[src/fdp_pkg.sv]
// Shared types and constants for the first duplicate pair finder.
package fdp_pkg;

  localparam int SYM_W       = 8;
  localparam int NUM_SYMBOLS = 1 << SYM_W;
  localparam int IDX_W       = 10;
  localparam int MAX_LEN_DEF = 1024;

  typedef struct packed {
    logic [SYM_W-1:0] sym;
    logic             present;
    logic             last;
  } item_t;

  typedef struct packed {
    logic             found;
    logic [IDX_W-1:0] first_index;
    logic [IDX_W-1:0] second_index;
    logic             overflow;
  } result_t;

endpackage

[src/fdp_ram.sv]
// Generic simple dual-port RAM with registered read (old data on a same-address write).
module fdp_ram #(
  parameter int WIDTH = 8,
  parameter int DEPTH = 256
) (
  input  logic                     clk,
  input  logic                     wr_en,
  input  logic [$clog2(DEPTH)-1:0] wr_addr,
  input  logic [WIDTH-1:0]         wr_data,
  input  logic                     rd_en,
  input  logic [$clog2(DEPTH)-1:0] rd_addr,
  output logic [WIDTH-1:0]         rd_data
);

  logic [WIDTH-1:0] mem_r [DEPTH];
  logic [WIDTH-1:0] rd_data_r;

  always_ff @(posedge clk) begin
    if (wr_en) begin
      mem_r[wr_addr] <= wr_data;
    end
    if (rd_en) begin
      rd_data_r <= mem_r[rd_addr];
    end
  end

  assign rd_data = rd_data_r;

endmodule

[src/fdp_tracker.sv]
// Per-array symbol flags, position counter and best-pair tracking.
module fdp_tracker #(
  parameter int MAX_LEN = fdp_pkg::MAX_LEN_DEF
) (
  input  logic                                  clk,
  input  logic                                  rst_n,
  input  logic                                  go,
  input  fdp_pkg::item_t                        item,
  input  logic [$clog2(MAX_LEN):0]              first_ent,  // {repeated, first position}
  output logic                                  wr_en,
  output logic [fdp_pkg::SYM_W-1:0]             wr_addr,
  output logic [$clog2(MAX_LEN):0]              wr_data,    // {repeated, first position}
  output fdp_pkg::result_t                      result
);

  localparam int POS_W = $clog2(MAX_LEN);
  localparam int CNT_W = $clog2(MAX_LEN + 1);
  localparam int IW    = fdp_pkg::IDX_W;
  localparam int NS    = fdp_pkg::NUM_SYMBOLS;

  logic [NS-1:0]    seen_r, seen_nxt;
  logic [CNT_W-1:0] cnt_r, cnt_nxt;
  logic             best_valid_r, best_valid_nxt;
  logic [POS_W-1:0] best_first_r, best_first_nxt;
  logic [POS_W-1:0] best_second_r, best_second_nxt;
  logic             ovf_r, ovf_nxt;

  logic             byte_ok;
  logic [POS_W-1:0] pos;
  logic             seen_hit;
  logic             rep_hit;
  logic [POS_W-1:0] first_at;
  logic             better;

  assign byte_ok  = item.present && (cnt_r < CNT_W'(MAX_LEN));
  assign pos      = cnt_r[POS_W-1:0];
  assign seen_hit = seen_r[item.sym];
  // the table entry is only meaningful once the symbol was seen in this array
  assign rep_hit  = seen_hit && first_ent[POS_W];
  assign first_at = first_ent[POS_W-1:0];
  assign better   = byte_ok && seen_hit && !rep_hit &&
                    (!best_valid_r || (first_at < best_first_r));

  // write on the first occurrence (position) and the second (mark repeated)
  assign wr_en   = go && byte_ok && !rep_hit;
  assign wr_addr = item.sym;
  assign wr_data = seen_hit ? {1'b1, first_at} : {1'b0, pos};

  // Updated best pair, before the end-of-array clear.
  logic             upd_valid;
  logic [POS_W-1:0] upd_first;
  logic [POS_W-1:0] upd_second;
  logic             upd_ovf;

  always_comb begin
    upd_valid  = best_valid_r || better;
    upd_first  = better ? first_at : best_first_r;
    upd_second = better ? pos : best_second_r;
    upd_ovf    = ovf_r || (item.present && !byte_ok);

    result.found        = upd_valid;
    result.first_index  = upd_valid ? IW'(upd_first) : '0;
    result.second_index = upd_valid ? IW'(upd_second) : '0;
    result.overflow     = upd_ovf;
  end

  always_comb begin
    seen_nxt        = seen_r;
    cnt_nxt         = cnt_r;
    best_valid_nxt  = best_valid_r;
    best_first_nxt  = best_first_r;
    best_second_nxt = best_second_r;
    ovf_nxt         = ovf_r;
    if (go) begin
      if (item.last) begin
        seen_nxt        = '0;
        cnt_nxt         = '0;
        best_valid_nxt  = 1'b0;
        best_first_nxt  = '0;
        best_second_nxt = '0;
        ovf_nxt         = 1'b0;
      end else begin
        if (byte_ok) begin
          cnt_nxt = cnt_r + CNT_W'(1);
          if (!seen_hit) begin
            seen_nxt[item.sym] = 1'b1;
          end
        end
        best_valid_nxt  = upd_valid;
        best_first_nxt  = upd_first;
        best_second_nxt = upd_second;
        ovf_nxt         = upd_ovf;
      end
    end
  end

  always_ff @(posedge clk) begin
    if (!rst_n) begin
      seen_r        <= '0;
      cnt_r         <= '0;
      best_valid_r  <= 1'b0;
      best_first_r  <= '0;
      best_second_r <= '0;
      ovf_r         <= 1'b0;
    end else begin
      seen_r        <= seen_nxt;
      cnt_r         <= cnt_nxt;
      best_valid_r  <= best_valid_nxt;
      best_first_r  <= best_first_nxt;
      best_second_r <= best_second_nxt;
      ovf_r         <= ovf_nxt;
    end
  end

endmodule

[src/first_duplicate_pair_finder.sv]
// First duplicate pair finder: a byte stream in, one pair report per array out.
//
// Input beats carry one byte each (in_tdata), a present flag (in_tuser) and
// an end-of-array mark (in_tlast). A beat with in_tuser low carries no byte;
// with in_tlast high it closes an empty or finished array. Bytes beyond
// MAX_LEN in one array are dropped and reported as overflow.
// One output beat follows each in_tlast beat: found, the first position i of
// the earliest repeated byte, the position j of its second occurrence, and
// the overflow flag. Positions appear in their low 10 bits.
// Throughput is one input beat per cycle while no report is blocked, set by
// the single read and write port of the first-position table; a write-to-read
// bypass keeps back-to-back bytes of the same value correct. After an in_tlast
// beat, out_tvalid follows the table read register, then the output register.
// The output register lets input run on while a report waits; a report
// stalled by out_tready low holds only a following in_tlast beat, and with
// it the input, since that beat then fills stage 1.
// Reset (synchronous, rst_n low) clears all per-array state; the block is
// ready the cycle after reset is released, with no clearing pass.
module first_duplicate_pair_finder #(
  parameter int MAX_LEN = fdp_pkg::MAX_LEN_DEF
) (
  input  logic        clk,
  input  logic        rst_n,
  input  logic        in_tvalid,
  output logic        in_tready,
  input  logic [7:0]  in_tdata,   // [7:0] char_value
  input  logic        in_tuser,   // [0] present
  input  logic        in_tlast,   // last
  output logic        out_tvalid,
  input  logic        out_tready,
  output logic [23:0] out_tdata   // [0] found, [10:1] first_index, [20:11] second_index,
                                  // [21] overflow, [23:22] zero
);

  localparam int POS_W = $clog2(MAX_LEN);
  localparam int SW    = fdp_pkg::SYM_W;

  logic                 in_acc;
  logic                 s1_valid_r;
  fdp_pkg::item_t       s1_item_r;
  logic                 s1_go;
  logic                 byp_hit_r;
  logic [POS_W:0]       byp_data_r;
  logic [POS_W:0]       ram_rd;
  logic [POS_W:0]       first_ent;
  logic                 wr_en;
  logic [SW-1:0]        wr_addr;
  logic [POS_W:0]       wr_data;
  fdp_pkg::result_t     result;
  logic                 out_valid_r;
  fdp_pkg::result_t     out_res_r;

  // Advance stage 1 unless it holds an end beat and the report slot is blocked.
  assign s1_go     = s1_valid_r && (!s1_item_r.last || !out_valid_r || out_tready);
  assign in_tready = !s1_valid_r || s1_go;
  assign in_acc    = in_tvalid && in_tready;

  fdp_ram #(
    .WIDTH (POS_W + 1),
    .DEPTH (fdp_pkg::NUM_SYMBOLS)
  ) u_first_pos (
    .clk     (clk),
    .wr_en   (wr_en),
    .wr_addr (wr_addr),
    .wr_data (wr_data),
    .rd_en   (in_acc),
    .rd_addr (in_tdata[SW-1:0]),
    .rd_data (ram_rd)
  );

  assign first_ent = byp_hit_r ? byp_data_r : ram_rd;

  always_ff @(posedge clk) begin
    if (!rst_n) begin
      s1_valid_r <= 1'b0;
      byp_hit_r  <= 1'b0;
    end else begin
      if (in_acc) begin
        s1_valid_r <= 1'b1;
        // catch a table write landing on the address being read
        byp_hit_r  <= wr_en && (wr_addr == in_tdata[SW-1:0]);
      end else if (s1_go) begin
        s1_valid_r <= 1'b0;
      end
    end
  end

  always_ff @(posedge clk) begin
    if (in_acc) begin
      s1_item_r.sym     <= in_tdata[SW-1:0];
      s1_item_r.present <= in_tuser;
      s1_item_r.last    <= in_tlast;
      byp_data_r        <= wr_data;
    end
  end

  fdp_tracker #(
    .MAX_LEN (MAX_LEN)
  ) u_tracker (
    .clk       (clk),
    .rst_n     (rst_n),
    .go        (s1_go),
    .item      (s1_item_r),
    .first_ent (first_ent),
    .wr_en     (wr_en),
    .wr_addr   (wr_addr),
    .wr_data   (wr_data),
    .result    (result)
  );

  always_ff @(posedge clk) begin
    if (!rst_n) begin
      out_valid_r <= 1'b0;
    end else if (s1_go && s1_item_r.last) begin
      out_valid_r <= 1'b1;
    end else if (out_tready) begin
      out_valid_r <= 1'b0;
    end
  end

  always_ff @(posedge clk) begin
    if (s1_go && s1_item_r.last) begin
      out_res_r <= result;
    end
  end

  assign out_tvalid = out_valid_r;
  assign out_tdata  = {2'b00, out_res_r.overflow, out_res_r.second_index,
                       out_res_r.first_index, out_res_r.found};

  a_rise_after_last: assert property (@(posedge clk) disable iff (!rst_n)
    $rose(out_valid_r) |-> $past(s1_go && s1_item_r.last))
    else $error("report raised without an end beat");

  a_write_needs_byte: assert property (@(posedge clk) disable iff (!rst_n)
    wr_en |-> (s1_valid_r && s1_item_r.present && !s1_item_r.last) ||
              (s1_valid_r && s1_item_r.present))
    else $error("table write without a byte in stage 1");

  a_notfound_zero: assert property (@(posedge clk) disable iff (!rst_n)
    (out_valid_r && !out_res_r.found) |->
      (out_res_r.first_index == '0) && (out_res_r.second_index == '0))
    else $error("positions nonzero in a not-found report");

  a_stall_cause: assert property (@(posedge clk) disable iff (!rst_n)
    !in_tready |-> (s1_valid_r && s1_item_r.last && out_valid_r && !out_tready))
    else $error("input stalled without a blocked report");

endmodule
[config.mk]
export PLATFORM = sky130hd
export DESIGN_NAME = first_duplicate_pair_finder
export DESIGN_NICKNAME = d
export VERILOG_FILES = /design/src/fdp_pkg.sv /design/src/fdp_ram.sv /design/src/fdp_tracker.sv /design/src/first_duplicate_pair_finder.sv
export SDC_FILE = /design/constraint.sdc
export NUM_CORES = 2
export LEC_CHECK = 0
export ABC_AREA = 1
export CAP_MARGIN = 20
export CELL_PAD_IN_SITES_DETAIL_PLACEMENT = 1
export CELL_PAD_IN_SITES_GLOBAL_PLACEMENT = 1
export CORE_MARGIN = 4
export CORE_UTILIZATION = 25
export DETAILED_ROUTE_END_ITERATION = 16
export DONT_BUFFER_PORTS = 1
export HOLD_SLACK_MARGIN = 0.06
export PLACE_DENSITY_LB_ADDON = 0.1
export SLEW_MARGIN = 20
export SYNTH_ARGS = -nofsm -noshare
export SYNTH_HDL_FRONTEND = slang
export SYNTH_HIERARCHICAL = 1
export SYNTH_SLANG_ARGS = --single-unit
[constraint.sdc]
create_clock -name clk -period 14.1 [get_ports clk]
set_clock_uncertainty 0.15 [all_clocks]
set_input_delay 2.82 -clock clk [delete_from_list [all_inputs] [get_ports clk]]
set_output_delay 2.82 -clock clk [all_outputs]
set_load 0.005 [all_outputs]
== Word level (Yosys, flattened, before mapping) ==
Memory sizes are Yosys's and may differ from the RTL's. A register that Yosys moved wholly into a read port is not among the register bits.
Index checks and enable logic that the tools add are counted.

* Bits in latches: 0
* Word-level logic and storage cells: 79
* Memory bits (writable): 2816
* Output and inout bits: 26
* ROM bits: 0
* Register bits: 335
* Memories kept: 1

* $mul: 0
* Mux-type cells: 23
* Div/mod/pow operators: 0
* Equality and inequality tests: 2
* Add/sub/neg operators: 1
* Reduce and logical (&&, ||, !) cells: 30
* Magnitude comparators: 4
* Bitwise logic cells: 1
* Shift operators: 0

{| class="wikitable"
|+ Memory list
! name !! words !! width !! rd ports !! clocked after memory_dff !! wr ports !! RTL line !! source
|-
| u_first_pos.mem_r || 256 || 11 || 1 || 1 || 1 || fdp_ram.sv:15 || <nowiki>logic [WIDTH-1:0] mem_r [DEPTH];</nowiki>
|}

{| class="wikitable"
|+ Operators with widths
! cell !! count
|-
| 256-bit two-way mux || 3
|-
| 256-bit OR || 1
|-
| 11-bit two-way mux || 4
|-
| 10-bit two-way mux || 4
|-
| 1-bit logical AND || 13
|-
| 11-bit by 1-bit adder with 11-bit output, second input constant || 1
|-
| 11-bit < comparator, second input constant || 1
|-
| 10-bit < comparator || 1
|-
| 1-bit two-way mux || 10
|-
| 8-bit by 9-bit < comparator with 1-bit output, second input constant || 1
|-
| 1-bit binary-select mux with 8-bit select || 1
|-
| 1-bit demux with 8-bit select || 1
|-
| 8-bit == test || 1
|-
| 8-bit by 1-bit >= comparator with 1-bit output, second input constant || 1
|-
| 1-bit logical NOT || 6
|-
| 1-bit logical OR || 6
|-
| 2-bit nonzero test || 3
|-
| 3-bit AND reduction || 1
|-
| 2-bit != test, second input constant || 1
|-
| 2-bit AND reduction || 1
|}

== Depth between registers and ports, before layout ==
* Depth in word-level cells: 8
* Mapped depth: 23
* Depth with buffers taken out: 20

== Hierarchy ==
Netlist, hierarchy kept.

{| class="wikitable"
|+ Modules (own cells, without submodules)
! module !! area an instance (µm²) !! cells an instance !! sequential area each (µm²) !! times used
|-
| fdp_ram || 114950.2 || 9483 || 84891.4 || 1
|-
| fdp_tracker || 13982.2 || 2155 || 5785.5 || 1
|-
| first_duplicate_pair_finder || 1746.7 || 117 || 1351.3 || 1
|}

== Worst setup path before layout ==
Ideal clock, no wire load.

* Kind: flip-flop to flip-flop
* Start point: register s1_item_r[2] in the netlist's numbering
* End point: register byp_data_r[0] (data pin)
* Data required time: 11.753 ns
* Path slack: -0.101 ns
* Buffers on the path: 3
* Cell stages (with the launch flop): 17
* Data arrival time: 11.854 ns
* Cells stage by stage: edfxtp_1 > buf_2 > nand2_1 > buf_2 > nor2_1 > nor2_1 > nand2_1 > nand2_1 > nand2_1 > o21ai_1 > nand2_1 > nor2_1 > nor2_1 > nor2_1 > nand2_2 > clkbuf_1 > o21ai_0

* Longest elaborated chain between the ends: 3

{| class="wikitable"
|+ Ends and longest elaborated chain
! what !! RTL line !! source
|-
| from (decl) || first_duplicate_pair_finder.sv:40 || <nowiki>fdp_pkg::item_t s1_item_r;</nowiki>
|-
| 1-bit binary-select mux with 8-bit select || fdp_tracker.sv:37 || <nowiki>assign seen_hit = seen_r[item.sym];</nowiki>
|-
| 1-bit two-way mux (not written as such) || fdp_tracker.sv:37 ||
|-
| 11-bit two-way mux || fdp_tracker.sv:47 || <nowiki>assign wr_data = seen_hit ? {1'b1, first_at} : {1'b0, pos};</nowiki>
|-
| via wr_data[0] || first_duplicate_pair_finder.sv:48 || <nowiki>logic [POS_W:0] wr_data;</nowiki>
|-
| to (signal assigned) || first_duplicate_pair_finder.sv:93 || <nowiki>byp_data_r <= wr_data;</nowiki>
|-
| to (decl) || first_duplicate_pair_finder.sv:43 || <nowiki>logic [POS_W:0] byp_data_r;</nowiki>
|}

The timed path passes the listed nets, and every way through them passes these cells. The select of a mux whose other input is x is not followed.
A chain may end at the register's enable or synchronous reset.

== Final worst setup path ==
* Start point: register s1_item_r[2] in the netlist's numbering
* End point: memory u_first_pos/mem_r[57][4] in the netlist's numbering (data pin)

* Longest elaborated chain between the ends: 3

{| class="wikitable"
|+ Ends and longest elaborated chain
! what !! RTL line
|-
| 1-bit binary-select mux with 8-bit select || fdp_tracker.sv:37
|-
| 1-bit two-way mux (not written as such) || fdp_tracker.sv:37
|-
| 11-bit two-way mux || fdp_tracker.sv:47
|-
| via wr_data[4] || first_duplicate_pair_finder.sv:48
|-
| to (decl) || fdp_ram.sv:15
|}

The timed path passes the listed nets, and every way through them passes these cells. The select of a mux whose other input is x is not followed.

==> results.py <==
metrics = {
    "status": {
        "outcome": "completed",
    },
    "floorplanning": {
        "die_x_um": 731,
        "die-height_um": 731,
        "initial_core_util": 0.251,
        "rows": 265,
        "ios": 40,
        "coreArea_sq_mm": 0.521,
        "die_area_sq_mm": 0.534,
    },
    "final_layout": {
        "nets": 11600,
        "seq_area_sq_mm": 0.0920,
        "area_growth_syn_to_layout_pct": 14.9,
        "fill_cells": 57200,
        "drive_gt1_frac": 0.0863,
        "multiInputGateArea_sq_mm": 0.0330,
    },
    "grt": {
        "grt_max_degree": 356,
        "grt_pass1_wl_mm": 705,
        "grt_pass1_vias": 93200,
        "globalRouteTotalUtil": 0.180,
        "grt.overflow.total": 0,
        "antenna_found_initial": 27,
    },
    "timing": {
        "period_share": 0.593,
        "setup_viol": 0,
        "hold_viol": 0,
        "setup_ws_ns": 5.75,
        "rsz0062_at_grt": "no",
        "slew_violations": 0,
        "slew_headroom": 0.175,
        "worst_pin_slew_ns": 1.24,
        "fmax_mhz": 120,
        "fin_crit_ns": 8.35,
        "whs_ns": 0.297,
    },
    "synth": {
        "async_flop_share": 0,
        "yosys-top-cells-count": "nand2_1, nand3_1, edfxtp_1",
        "synth_cell_types": 37,
        "synth.most_common_cell": "nand2_1",
        "synth_warnings": 6,
        "yosysSeqAreaShare": 0.704,
        "netlist_instances": 11800,
        "avgSynthCellArea_sq_um": 11.1,
        "yosysTopAreaCell": "edfxtp_1",
        "syn_area_sq_mm": 0.131,
        "synth_area_leaders": "edfxtp_1, nand3_1, nand2_1, dfxtp_1, buf_2",
        "synth_top_area_share": 0.659,
        "synth_flop_cell": "edfxtp_1",
        "ys_ff_latch": 3162,
        "synth-edff-count": 2870,
    },
    "clocking": {
        "cts_resized": 0,
        "cts.sinks": 3162,
        "postCtsHoldBufs": 0,
        "cts_buffer_depth": 4,
        "root_buffer": "clkbuf_16",
        "path_clk_slew_ns": 0.06,
        "cts_max_level": 5,
        "post_cts_buffers": 0,
        "cts_buffers": 379,
        "cts_tree": "done",
        "clk_latency_ns": 0.96,
    },
    "route": {
        "drc": 0,
        "drt_wl_total_mm": 491,
        "postRouteAntennaNets": 0,
        "drt-wirelength-per-cell_um": 26.0,
        "drt_iter0_drc": 6199,
        "route.detailed.vias_per_inst": 4.77,
        "num_vias": 90000,
        "dr.pass1.iters": 7,
    },
    "critical_path": {
        "critical_path_class": "reg2reg",
        "cp-start-kind": "flop",
        "endpoint_kind": "flop",
        "cp_max_fo": 82,
        "cp_data_required_time_ns": 14.58,
        "reg2reg_slack_ns": 5.75,
        "arrival_ns": 8.83,
    },
    "power_and_ir_drop": {
        "p_leak_nw": 52.2,
        "ir_drop_uv": 88.1,
        "powerDensity_mw_per_mm2": 139,
    },
    "placed_design": {
        "gp_congestion": 0.747,
        "io_buffers": 0,
        "hpwlAfterDp_mm": 267,
        "pre_cts_ws_ns": 5.26,
    },
    "min_path": {
        "min_path_type": "reg2reg",
    },
    "job": {
        "cap_violations": 0,
    },
}
-- cell families after synthesis --
logic type / Yosys count / share of synthesized area
adder cells (fa/ha/maj): 10 / 0.000957
flip-flops: 3162 / 0.704
AO/OA/AOI/OAI: 406 / 0.0157
buffers and inverters: 1200 / 0.0476
other: 1 / 0.0000287
multiplexers: 11 / 0.000948
XOR/XNOR: 2 / 0.000134
AND/OR/NAND/NOR: 6963 / 0.230
-- placed cells by master (no fill, tap or decap), types with 11 or more instances in the layout --
cell | netlist | layout
nor2_1 | 401 | 263
clkbuf_1 | 210 | 73
o21ai_1 | 53 | 53
buf_12 | 1 | 17
inv_1 | 375 | 373
nand4_1 | 32 | 32
clkinvlp_4 | 0 | 12
clkinv_1 | 2 | 83
bufinv_16 | 0 | 34
buf_16 | 0 | 17
o21ai_0 | 47 | 37
a21oi_1 | 297 | 297
o21ai_4 | 0 | 11
nand3_1 | 3084 | 3083
mux2_2 | 11 | 11
clkinv_2 | 0 | 74
dfxtp_1 | 292 | 292
buf_4 | 66 | 256
nor2_2 | 1 | 138
edfxtp_1 | 2870 | 2870
nand2_1 | 3436 | 3418
clkbuf_16 | 0 | 391
nand2_2 | 2 | 18
-- final timing paths --
path / start / end / cells past startpoint
worst max-delay path: s1_item_r[2] / u_first_pos/mem_r[57][4] / 21
worst max register to register: s1_item_r[2] / u_first_pos/mem_r[57][4] / 21
worst min register to register: u_tracker/seen_r[216] / u_tracker/seen_r[216] / 2
worst min-delay path: u_tracker/seen_r[216] / u_tracker/seen_r[216] / 2
-- area by class of cell --
cell class / instances / share of cell area
Clock inverter: 217 / 0.0131
Timing Repair Buffer: 300 / 0.0190
Tap cell: 6942 / 0.0578
Sequential cell: 3162 / 0.613
Clock buffer: 474 / 0.0679
Inverter: 382 / 0.00980
Multi-Input combinational cell: 7394 / 0.220
Antenna cell: 5 / 0.0000833
-- critical path, stage by stage (launching register included) --
cell and delay [ns]:
edfxtp_1 0.33, buf_4 0.55, buf_4 0.64, buf_4 0.83
nand2_1 0.63, nor2_1 0.25, a21oi_1 0.07, nand2_1 0.09
nand2_1 0.05, nand2_1 0.14, o21ai_1 0.07, nand2_1 0.08
nor2_1 0.04, nor2_1 0.09, nor2_1 0.10, nand2_8 0.45
buf_4 0.83, nand2_1 0.23, o21ai_4 0.15, buf_4 0.51
buf_4 0.60, buf_4 0.76
-- power breakdown --
group / leakage [nW] / internal, mW / switching (mW)
clock: 5.96 / 5.72 / 4.02
combinational: 16.0 / 0.229 / 0.774
sequential: 30.2 / 10.1 / 0.0169
-- per-stage QoR --
step | utilization | setup TNS (ns) | instance area [sq um] | power, mW | std cells
6_report | 0.288 | 0 | 150000 | 20.9 | 18900
5_1_grt | 0.288 | 0 | 150000 | 21.7 | 18900
4_1_cts | 0.288 | 0 | 150000 | 21.2 | 18900
3_5_place_dp | 0.265 | 0 | 138000 | 11.3 | 18200
3_3_place_gp | 0.264 | 0 | 137000 | 11.3 | 18200
2_1_floorplan | - | -154.72 | 131000 | 11.0 | 11800
-- sequential cells by signal (all words and copies together) (netlist names), 10 cells and up --
| signal | count |
|---|---|
| u_first_pos/mem_r | 2816 |
| u_tracker/seen_r | 256 |
| out_tdata | 22 |
| byp_data_r | 11 |
| u_first_pos/rd_data | 11 |
| u_tracker/cnt_r | 11 |
| s1_item_r | 10 |
| u_tracker/best_first_r | 10 |
| u_tracker/best_second_r | 10 |
-- metal layers --
metal | vias up | wire length, um | share of wire | global-route usage
li1 | 40800 | - | - | -
met1 | 47100 | 227000 | 0.46 | 0.248
met2 | 1509 | 236000 | 0.48 | 0.305
met3 | 553 | 16700 | 0.034 | 0.0165
met4 | 8 | 10900 | 0.022 | 0.0400
met5 | - | 47 | 0.000096 | 0
No activity file was read; power rests on OpenSTA's default activity.
